$ cat config.mk
export PLATFORM = sky130hd
export DESIGN_NAME = fir_filter_100_tap
export DESIGN_NICKNAME = d
export VERILOG_FILES = /design/src/sv/fir100_pkg.sv /design/src/sv/fir100_ram.sv /design/src/sv/fir100_mac.sv /design/src/sv/fir_filter_100_tap.sv
export SDC_FILE = /design/constraint.sdc
export NUM_CORES = 2
export LEC_CHECK = 0
export BUFFER_PORTS_ARGS = -buffer_cell sky130_fd_sc_hd__buf_2
export CAP_MARGIN = 20
export CELL_PAD_IN_SITES_DETAIL_PLACEMENT = 2
export CELL_PAD_IN_SITES_GLOBAL_PLACEMENT = 2
export CORE_MARGIN = 2
export CORE_UTILIZATION = 52
export DETAILED_ROUTE_END_ITERATION = 6
export PLACE_DENSITY = 0.91
export SYNTH_ARGS = -nofsm -noshare
export SYNTH_HDL_FRONTEND = slang
export SYNTH_SLANG_ARGS = --single-unit
$ cat constraint.sdc
create_clock -name i_clk -period 18.1 [get_ports i_clk]
set_input_delay 1.81 -clock i_clk [delete_from_list [all_inputs] [get_ports i_clk]]
set_output_delay 1.81 -clock i_clk [all_outputs]
set_load 0.05 [all_outputs]
$ cat src/sv/fir100_pkg.sv
`default_nettype none
package fir100_pkg;

    localparam int TAPS = 100;
    localparam int DEPTH = TAPS - 1;
    localparam int K_W = $clog2(TAPS);
    localparam int DA_W = (DEPTH > 1) ? $clog2(DEPTH) : 1;
    localparam int CNT_W = $clog2(DEPTH + 1);

    localparam int SAMPLE_W = 16;
    localparam int COEF_W = 16;
    localparam int PROD_W = SAMPLE_W + COEF_W;
    localparam int ACC_MIN_W = 37;
    localparam int ACC_W = (PROD_W + K_W > ACC_MIN_W) ? PROD_W + K_W : ACC_MIN_W;
    localparam int OUT_W = 25;
    localparam int DROP_BITS = 12;

    localparam int NUM_COEF = 100;
    localparam int CI_W = $clog2(NUM_COEF);

    typedef logic signed [COEF_W-1:0] t_coef;

    localparam t_coef COEF_TABLE [NUM_COEF] = '{
        16'sd492,   16'sd18432, 16'sd13517, 16'sd6144,  16'sd3686,
        16'sd11469, 16'sd16794, 16'sd15155, 16'sd9011,  16'sd5734,
        16'sd2458,  16'sd20480, 16'sd17613, 16'sd3277,  16'sd11878,
        16'sd14336, 16'sd4915,  16'sd1638,  16'sd11059, 16'sd6554,
        16'sd19661, 16'sd10240, 16'sd15974, 16'sd2867,  16'sd0,
        16'sd9421,  16'sd7373,  16'sd819,   16'sd13926, 16'sd19251,
        16'sd7782,  16'sd10650, 16'sd1229,  16'sd15565, 16'sd4506,
        16'sd16384, 16'sd8602,  16'sd13107, 16'sd5325,  16'sd2048,
        16'sd18022, 16'sd9830,  16'sd0,     16'sd3686,  16'sd18842,
        16'sd6963,  16'sd3277,  16'sd14746, 16'sd8192,  16'sd20070,
        16'sd5734,  16'sd2867,  16'sd11878, 16'sd5325,  16'sd17203,
        16'sd13517, 16'sd10650, 16'sd2458,  16'sd15565, 16'sd4096,
        16'sd19251, 16'sd10240, 16'sd1638,  16'sd15974, 16'sd4915,
        16'sd16384, 16'sd11059, 16'sd7373,  16'sd1229,  16'sd18022,
        16'sd9011,  16'sd13926, 16'sd6144,  16'sd19661, 16'sd410,
        16'sd12698, 16'sd8192,  16'sd20070, 16'sd6554,  16'sd15155,
        16'sd819,   16'sd18842, 16'sd9421,  16'sd14336, 16'sd6963,
        16'sd17613, 16'sd2048,  16'sd12288, 16'sd8602,  16'sd16794,
        16'sd5734,  16'sd3686,  16'sd11469, 16'sd14746, 16'sd18432,
        16'sd5325,  16'sd15974, 16'sd9830,  16'sd3277,  16'sd19251
    };

    typedef struct packed {
        logic valid;
        logic first;
        logic last;
    } t_mac_ctl;

    function automatic t_coef coef_at(input logic [K_W-1:0] k);
        t_coef c;
        c = '0;
        if (int'(k) < NUM_COEF) begin
            c = COEF_TABLE[CI_W'(k)];
        end
        return c;
    endfunction

endpackage
`default_nettype wire

$ cat src/sv/fir100_ram.sv
`default_nettype none
module fir100_ram #(
    parameter int WIDTH = 16,
    parameter int DEPTH = 99,
    localparam int AW = (DEPTH > 1) ? $clog2(DEPTH) : 1
) (
    input  wire logic             i_clk,
    input  wire logic             i_we,
    input  wire logic [AW-1:0]    i_waddr,
    input  wire logic [WIDTH-1:0] i_wdata,
    input  wire logic             i_re,
    input  wire logic [AW-1:0]    i_raddr,
    output logic      [WIDTH-1:0] o_rdata
);

    logic [WIDTH-1:0] r_mem [DEPTH];
    logic [WIDTH-1:0] r_rdata;

    always_ff @(posedge i_clk) begin
        if (i_we) begin
            r_mem[i_waddr] <= i_wdata;
        end
        if (i_re) begin
            r_rdata <= r_mem[i_raddr];
        end
    end

    assign o_rdata = r_rdata;

endmodule
`default_nettype wire

$ cat src/sv/fir100_mac.sv
`default_nettype none
module fir100_mac (
    input  wire logic                                   i_clk,
    input  wire logic                                   i_rst_n,
    input  wire fir100_pkg::t_mac_ctl                   i_ctl,
    input  wire logic signed [fir100_pkg::COEF_W-1:0]   i_coef,
    input  wire logic signed [fir100_pkg::SAMPLE_W-1:0] i_data,
    output logic                                        o_done,
    output logic signed [fir100_pkg::OUT_W-1:0]         o_result
);

    localparam int SUM_W = fir100_pkg::ACC_W + 1;
    localparam int Q_W = SUM_W - fir100_pkg::DROP_BITS;
    localparam logic signed [Q_W-1:0] Q_MAX = Q_W'(2 ** (fir100_pkg::OUT_W - 1) - 1);
    localparam logic signed [Q_W-1:0] Q_MIN = -Q_MAX - Q_W'(1);
    localparam logic signed [SUM_W-1:0] HALF = SUM_W'(2 ** (fir100_pkg::DROP_BITS - 1));

    fir100_pkg::t_mac_ctl r_a_ctl;
    logic signed [fir100_pkg::PROD_W-1:0] r_prod;
    logic signed [fir100_pkg::ACC_W-1:0] r_acc;
    logic signed [fir100_pkg::ACC_W-1:0] n_acc;
    logic signed [fir100_pkg::ACC_W-1:0] prod_ext;
    logic r_b_last;
    logic r_done;
    logic signed [fir100_pkg::OUT_W-1:0] r_result;
    logic signed [fir100_pkg::OUT_W-1:0] n_result;
    logic signed [SUM_W-1:0] rounded;
    logic signed [Q_W-1:0] q;

    assign prod_ext = fir100_pkg::ACC_W'(r_prod);

    always_comb begin
        n_acc = r_a_ctl.first ? prod_ext : r_acc + prod_ext;
    end

    always_comb begin
        rounded = SUM_W'(r_acc) + HALF;
        q = Q_W'(rounded >>> fir100_pkg::DROP_BITS);
        priority if (q > Q_MAX) begin
            n_result = fir100_pkg::OUT_W'(Q_MAX);
        end else if (q < Q_MIN) begin
            n_result = fir100_pkg::OUT_W'(Q_MIN);
        end else begin
            n_result = fir100_pkg::OUT_W'(q);
        end
    end

    always_ff @(posedge i_clk) begin
        if (!i_rst_n) begin
            r_a_ctl <= '0;
            r_b_last <= 1'b0;
            r_done <= 1'b0;
        end else begin
            r_a_ctl <= i_ctl;
            r_b_last <= r_a_ctl.valid && r_a_ctl.last;
            r_done <= r_b_last;
        end
        r_prod <= i_coef * i_data;
        if (r_a_ctl.valid) begin
            r_acc <= n_acc;
        end
        if (r_b_last) begin
            r_result <= n_result;
        end
    end

    assign o_done = r_done;
    assign o_result = r_result;

endmodule
`default_nettype wire

$ cat src/sv/fir_filter_100_tap.sv
// Direct-form FIR filter with fixed Q4.12 coefficients. Each item takes a
// Q1.15 sample and returns one saturated Q10.15 output. A single multiplier
// and accumulator visit the taps one per cycle, with the past samples read
// from a circular buffer in RAM, so an item occupies the block from acceptance
// until its result is passed to the output register, and no new item is taken
// before then. The finished output waits in its own register, so the next
// item may start while it is still pending. Samples before reset or
// before a start-of-stream flag count as zero.
`default_nettype none
module fir_filter_100_tap (
    input  wire logic                                   i_clk,
    input  wire logic                                   i_rst_n,
    input  wire logic                                   i_valid,
    output logic                                        o_ready,
    input  wire logic signed [fir100_pkg::SAMPLE_W-1:0] i_sample,
    input  wire logic                                   i_start_of_stream,
    output logic                                        o_valid,
    input  wire logic                                   i_ready,
    output logic signed [fir100_pkg::OUT_W-1:0]         o_filtered
);

    localparam logic [1:0] S_IDLE  = 2'd0;
    localparam logic [1:0] S_RUN   = 2'd1;
    localparam logic [1:0] S_DRAIN = 2'd2;
    localparam logic [1:0] S_HOLD  = 2'd3;

    localparam logic [fir100_pkg::K_W-1:0] K_LAST = fir100_pkg::K_W'(fir100_pkg::TAPS - 1);
    localparam logic [fir100_pkg::DA_W-1:0] ADDR_LAST =
        fir100_pkg::DA_W'(fir100_pkg::DEPTH - 1);
    localparam logic [fir100_pkg::CNT_W-1:0] CNT_FULL =
        fir100_pkg::CNT_W'(fir100_pkg::DEPTH);

    typedef struct packed {
        logic valid;
        logic first;
        logic last;
        logic use_x;
        logic zero;
    } t_issue;

    logic [1:0] r_state, n_state;
    logic [fir100_pkg::K_W-1:0] r_k, n_k;
    logic [fir100_pkg::K_W-1:0] r_iss_k;
    logic [fir100_pkg::DA_W-1:0] r_addr, n_addr;
    logic [fir100_pkg::DA_W-1:0] r_ptr, n_ptr;
    logic [fir100_pkg::CNT_W-1:0] r_cnt, n_cnt;
    logic signed [fir100_pkg::SAMPLE_W-1:0] r_x;
    t_issue r_iss, n_iss;
    logic r_out_valid, n_out_valid;
    logic signed [fir100_pkg::OUT_W-1:0] r_out;
    logic signed [fir100_pkg::OUT_W-1:0] r_res;

    logic accept;
    logic rd_en;
    logic wr_en;
    logic [fir100_pkg::SAMPLE_W-1:0] rd_data;
    logic signed [fir100_pkg::SAMPLE_W-1:0] mac_data;
    fir100_pkg::t_mac_ctl mac_ctl;
    logic mac_done;
    logic signed [fir100_pkg::OUT_W-1:0] mac_result;
    logic out_free;

    assign o_ready = (r_state == S_IDLE);
    assign accept = i_valid && o_ready;
    assign rd_en = (r_state == S_RUN) && (r_k != '0);
    assign wr_en = (r_state == S_DRAIN) && mac_done;
    assign out_free = !r_out_valid || i_ready;

    fir100_ram #(
        .WIDTH(fir100_pkg::SAMPLE_W),
        .DEPTH(fir100_pkg::DEPTH)
    ) u_delay (
        .i_clk  (i_clk),
        .i_we   (wr_en),
        .i_waddr(r_ptr),
        .i_wdata(r_x),
        .i_re   (rd_en),
        .i_raddr(r_addr),
        .o_rdata(rd_data)
    );

    always_comb begin
        mac_ctl.valid = r_iss.valid;
        mac_ctl.first = r_iss.first;
        mac_ctl.last = r_iss.last;
        if (r_iss.use_x) begin
            mac_data = r_x;
        end else if (r_iss.zero) begin
            mac_data = '0;
        end else begin
            mac_data = $signed(rd_data);
        end
    end

    fir100_mac u_mac (
        .i_clk   (i_clk),
        .i_rst_n (i_rst_n),
        .i_ctl   (mac_ctl),
        .i_coef  (fir100_pkg::coef_at(r_iss_k)),
        .i_data  (mac_data),
        .o_done  (mac_done),
        .o_result(mac_result)
    );

    always_comb begin
        n_state = r_state;
        n_k = r_k;
        n_addr = r_addr;
        n_ptr = r_ptr;
        n_cnt = r_cnt;
        n_iss = '0;
        n_out_valid = r_out_valid && !i_ready;
        unique case (r_state)
            S_IDLE: begin
                if (accept) begin
                    n_state = S_RUN;
                    n_k = '0;
                    n_addr = (r_ptr == '0) ? ADDR_LAST : r_ptr - 1'b1;
                    if (i_start_of_stream) begin
                        n_cnt = '0;
                    end
                end
            end
            S_RUN: begin
                n_iss.valid = 1'b1;
                n_iss.first = (r_k == '0);
                n_iss.last = (r_k == K_LAST);
                n_iss.use_x = (r_k == '0);
                n_iss.zero = int'(r_k) > int'(r_cnt);
                if (r_k != '0) begin
                    n_addr = (r_addr == '0) ? ADDR_LAST : r_addr - 1'b1;
                end
                if (r_k == K_LAST) begin
                    n_state = S_DRAIN;
                end else begin
                    n_k = r_k + 1'b1;
                end
            end
            S_DRAIN: begin
                if (mac_done) begin
                    n_state = S_HOLD;
                    n_ptr = (r_ptr == ADDR_LAST) ? '0 : r_ptr + 1'b1;
                    if (r_cnt != CNT_FULL) begin
                        n_cnt = r_cnt + 1'b1;
                    end
                end
            end
            S_HOLD: begin
                if (out_free) begin
                    n_state = S_IDLE;
                    n_out_valid = 1'b1;
                end
            end
            default: begin
                n_state = S_IDLE;
            end
        endcase
    end

    always_ff @(posedge i_clk) begin
        if (!i_rst_n) begin
            r_state <= S_IDLE;
            r_ptr <= '0;
            r_cnt <= '0;
            r_iss <= '0;
            r_out_valid <= 1'b0;
            r_k <= '0;
            r_addr <= '0;
        end else begin
            r_state <= n_state;
            r_ptr <= n_ptr;
            r_cnt <= n_cnt;
            r_iss <= n_iss;
            r_out_valid <= n_out_valid;
            r_k <= n_k;
            r_addr <= n_addr;
        end
        r_iss_k <= r_k;
        if (accept) begin
            r_x <= i_sample;
        end
        if (wr_en) begin
            r_res <= mac_result;
        end
        if ((r_state == S_HOLD) && out_free) begin
            r_out <= r_res;
        end
    end

    assign o_valid = r_out_valid;
    assign o_filtered = r_out;

endmodule
`default_nettype wire
==> results of run 1 <==
metrics by stage:
step / setup slack (ns) / instances / hold slack [ns] / area (µm²)
after floorplan: 10.55 / 4983 / 0.368 / 81700
after global placement: 9.15 / 7023 / 0.388 / 84900
cell usage after synthesis (10+ instances only):
library cell / count / share of area
nor2b_1: 57 / 0.0044
and3_1: 17 / 0.0013
o21bai_1: 12 / 0.0011
fa_1: 181 / 0.044
mux4_2: 400 / 0.11
xor2_1: 39 / 0.0042
dfxtp_1: 79 / 0.019
nor3_1: 30 / 0.0018
buf_1: 27 / 0.0012
a311oi_1: 10 / 0.0011
nor2_1: 342 / 0.016
nand2_1: 302 / 0.014
or3_1: 16 / 0.0012
xnor2_1: 61 / 0.0065
o221ai_1: 13 / 0.0014
mux2i_1: 135 / 0.017
ha_1: 190 / 0.029
buf_4: 32 / 0.0029
and2_1: 16 / 0.0012
a21o_1: 30 / 0.0028
clkbuf_1: 145 / 0.0067
o31ai_1: 13 / 0.0012
nand2b_1: 37 / 0.0028
o21ai_0: 153 / 0.0094
a211oi_1: 52 / 0.0048
o21a_1: 25 / 0.0023
inv_1: 287 / 0.013
mux2_2: 18 / 0.0025
o211ai_1: 31 / 0.0028
a22o_1: 11 / 0.0012
edfxtp_1: 1730 / 0.64
nand4_1: 23 / 0.0018
a31oi_1: 42 / 0.0032
nand3_1: 52 / 0.0032
buf_2: 45 / 0.0028
a22oi_1: 23 / 0.0021
o22ai_1: 21 / 0.0016
a21oi_1: 177 / 0.011
cell families after synthesis:
kind of cell / after synthesis / synth area share
flops: 1809 / 0.655
simple gates: 928 / 0.0507
compound gates: 678 / 0.0528
mux: 553 / 0.129
buf+inv: 544 / 0.0276
fa+ha+maj: 371 / 0.0735
xor+xnor: 100 / 0.0107
==> summary.txt, run 1 <==
Synthesis
  • Seq/Total Area, Yosys: 0.655
  • Number of synthesized flops with an enable pin: 1,730
  • Yosys cell types: 81
  • Post-Syn Nets: 5,375
  • Mapped Avg Cell Area: 16.4 µm²
  • Synth Cell Area: 81,700 µm²
  • Main synth FF type: edfxtp_1
  • Seq cells post-synth: 1,809
  • Post-synth ARST share: 0
  • Cells after synthesis: 4,983
  • Yosys Warn Count: 0

Die
  • Row cnt: 145
  • Die X: 400 µm
  • Initial core utilization: 0.523
  • Die Y: 400 µm
  • IO Count: 48

Status
  • Log Error: [ERROR DPL-0033] detailed placement checks failed during check placement.
  • Failed at: detailed placement (3_5_place_dp)
  • Run status: stopped before the end

Place
  • Gp weighted congestion: 0.907
  • Port buffer count: 47
  • DP Wirelength: 210,000 µm
==> run 2: changes to the inputs <==
Settings changed: CELL_PAD_IN_SITES_DETAIL_PLACEMENT 2 to default, CELL_PAD_IN_SITES_GLOBAL_PLACEMENT 2 to default, CORE_UTILIZATION 52 to 40, PLACE_DENSITY 0.91 to default, PLACE_DENSITY_LB_ADDON from default to 0.15.
==> run 2 against run 1 <==
Compared with the run above: synthesized area did not move; the flow now finishes without violations; synthesized cell count did not move.
==> summary.txt, run 2 <==
Synthesis
  • Number of synthesized flops with an enable pin: 1,730 (unchanged)
  • Yosys cell types: 81 (unchanged)
  • Yosys Warn Count: 0 (unchanged)
  • Seq/Total Area, Yosys: 0.655 (unchanged)
  • Count leader, synth: edfxtp_1
  • Post-synth ARST share: 0 (unchanged)
  • Yosys top cell area share: 0.636 (unchanged)
  • Seq cells post-synth: 1,809 (unchanged)
  • Main synth FF type: edfxtp_1
  • Cells after synthesis: 4,983 (unchanged)
  • Synth Cell Area: 81,700 µm² (unchanged)
  • Post-synth top area cell: edfxtp_1
  • Post-synth top cells: edfxtp_1 (1,730), mux4_2 (400), nor2_1 (342)
  • Mapped Avg Cell Area: 16.4 µm² (unchanged)
  • Post-Syn Nets: 5,375 (unchanged)
  • Synth area leaders: edfxtp_1 (64%), mux4_2 (11%), fa_1 (4.4%), ha_1 (2.9%), dfxtp_1 (1.9%)

Clock network
  • Post-CTS sizing: 0
  • CTS tree: built
  • Setup Fix Bufs, Post-CTS: 0
  • Root Buffer: clkbuf_16
  • Clock transition at path regs: 0.06 ns
  • Clk Latency, worst-skew pair: 0.83 ns
  • CTS H-tree depth: 4
  • TritonCTS Buffers: 192
  • Clk sinks: 1,809
  • Clock Tree Buf Depth: 3
  • Hold_buf cts: 0

Timing
  • Fin Clk Skew: 0.0714 ns
  • Final hold violation count: 0
  • Setup_tns: 0 ns
  • RSZ-0062 raised after global routing: false
  • Period utilisation layout: 0.507
  • Setup violations, final: 0
  • Final worst path period need: 9.18 ns
  • Relative slew margins: 0.260
  • Slew @ Worst Pin: 1.11 ns
  • Fmax: 109 MHz
  • Max Slew Vio Count: 0

Final layout
  • Nets: 5,556
  • Register name with the most flops: u_delay.r_mem
  • Ratio of cells with drive above 1 in the final layout: 0.186
  • Syn-to-layout area delta: 12.7%
  • Largest regs: u_delay.r_mem: 1584 flops, u_mac.r_acc: 39 flops, u_mac.r_prod: 32 flops
  • Layout Cells excl Fill: 7,998
  • Most frequent cells in the layout: edfxtp_1 (1,730), mux4_2 (400), nor2_1 (307), nand2_1 (302), inv_1 (287)
  • Most common cell after layout, fill and taps aside: edfxtp_1
  • Max FFs per register: 1,584

Drt
  • Routed wire length: 215,000 µm
  • Initial drt markers: 4,450
  • Total number of vias: 44,900
  • DRC viols: 0
  • First-pass DRT Iterations: 5
  • DR vias/cell: 5.61
  • Routed len/inst: 26.9 µm
  • Final ANT Viol Nets: 0

Die
  • IO Count: 48 (unchanged)
  • Initial core utilization: 0.403 (-0.120)
  • Die area: 208,000 µm²
  • Die Y: 456 µm (+14%)
  • Core ar.: 203,000 µm²
  • Row cnt: 165 (+14%)
  • Die X: 456 µm (+14%)

Setup path
  • Most used cell, CP: fa_1
  • CP Launch Type: flip-flop
  • Critical path endpoint: u_mac.r_prod[30]$_DFF_P_
  • Setup CP Type: reg2reg
  • Worst r2r src: r_iss_k[2]$_DFF_P_
  • CP Max Fanout: 75
  • Reg2reg end: u_mac.r_prod[30]$_DFF_P_
  • Slowest stage delay, CP: 0.68 ns
  • R2R cell count: 30
  • Bufs and invs on worst path: 6
  • WP depth: 30
  • Worst Path Required: 18.76 ns
  • Setup crit end kind: flip-flop
  • Crit path from: r_iss_k[2]$_DFF_P_
  • Crit-path leading delay family: adder cells
  • R2R setup slack: 8.92 ns
  • Highest-delay cell along the critical path: clkinv_1
  • Worst Path Arrival: 9.84 ns

Place
  • Placed insts: 7,635
  • DP Wirelength: 135,000 µm (-36%)
  • Gp weighted congestion: 0.848 (-6.5%)
  • Port buffer count: 47 (unchanged)

Power
  • Pwr per Cell Area: 193 nW/µm²
  • Peak VDD IR: 707 µV
  • Leakage: 30.8 nW

Worst hold path
  • HP Class: reg2reg

Global routing
  • Largest net degree at the start of global routing: 106
  • Vias in the first global route: 45,000
  • Total gr overflow: 0
  • Tot GR Track Use: 0.205
  • Antenna violations before repair: 7
  • First-pass GRT wire length: 315,000 µm

Flow run
  • Maxcap violations: 0

Status
  • Run status: finished, final reports clean
==> run 2: cell counts after synthesis <==
Identical to the previous run, type by type.
==> run 2: area by class of cell <==
class,instances,area [µm²]
antenna,4,10.0
tap,2672,3340
timing repair buffer,241,1930
multi-input combinational,2630,26000
clock inverter,106,1000
sequential,1809,53600
inverter,290,1090
clock buffer,246,5130
fill,17500,110000
==> run 2: report_power, final <==
part | internal, mW | switching, mW
Clock | 2.20 | 1.63
Sequential | 5.01 | 0.131
Combinational | 3.63 | 5.20
Total | 10.8 | 6.97
==> run 2: stage by stage <==
stage	instance area (µm²)	hold WS [ns]	utilization	setup WS, ns	total power, mW
floorplan	81700	0.368	-	10.55	11.6
global placement	85600	0.403	0.423	8.99	14.2
detailed placement	85800	0.405	0.424	8.99	14.1
CTS	91900	0.401	0.454	9.01	18.1
global route	92100	0.423	0.455	8.27	19.1
finish	92100	0.396	0.455	8.92	17.8
==> run 2: worst register-to-register path, delay by kind of cell (launching register included) <==
family                   cells  cell delay [ns]
AO/OA/AOI/OAI               11             2.75
adder cells (fa/ha/maj)      7             3.38
buffers and inverters        6             1.45
flip-flops                   1             0.31
AND/OR/NAND/NOR              6             1.18
==> run 2: cells by family after synthesis <==
kind of cell / count (synthesis) / synth area share
AO/OA/AOI/OAI: 678 / 0.0528
buffers and inverters: 544 / 0.0276
AND/OR/NAND/NOR: 928 / 0.0507
adder cells (fa/ha/maj): 371 / 0.0735
XOR/XNOR: 100 / 0.0107
flip-flops: 1809 / 0.655
multiplexers: 553 / 0.129
==> run 2: layer usage <==
metal | share of wire | track usage | up-vias
li1 | - | - | 19600
met1 | 0.43 | 0.286 | 23800
met2 | 0.49 | 0.340 | 1222
met3 | 0.051 | 0.0283 | 275
met4 | 0.023 | 0.0519 | 0
met5 | 0 | 0 | -
==> run 2: how the worst min path moves through the flow <==
stage	endpoint	from	cells past startpoint	slack (ns)
finish	o_filtered[12]$_DFFE_PP_	r_res[12]$_DFFE_PP_	0	0.40
global route	r_res[21]$_DFFE_PP_	u_mac.o_result[21]$_SDFFCE_PN1P_	0	0.42
CTS	o_filtered[12]$_DFFE_PP_	r_res[12]$_DFFE_PP_	0	0.40
detailed placement	o_filtered[12]$_DFFE_PP_	r_res[12]$_DFFE_PP_	0	0.40
global placement	o_filtered[3]$_DFFE_PP_	r_res[3]$_DFFE_PP_	0	0.40
floorplan	r_iss_k[0]$_DFF_P_	r_k[0]$_SDFFE_PN0P_	0	0.37
(Power assumes the default switching activity.)
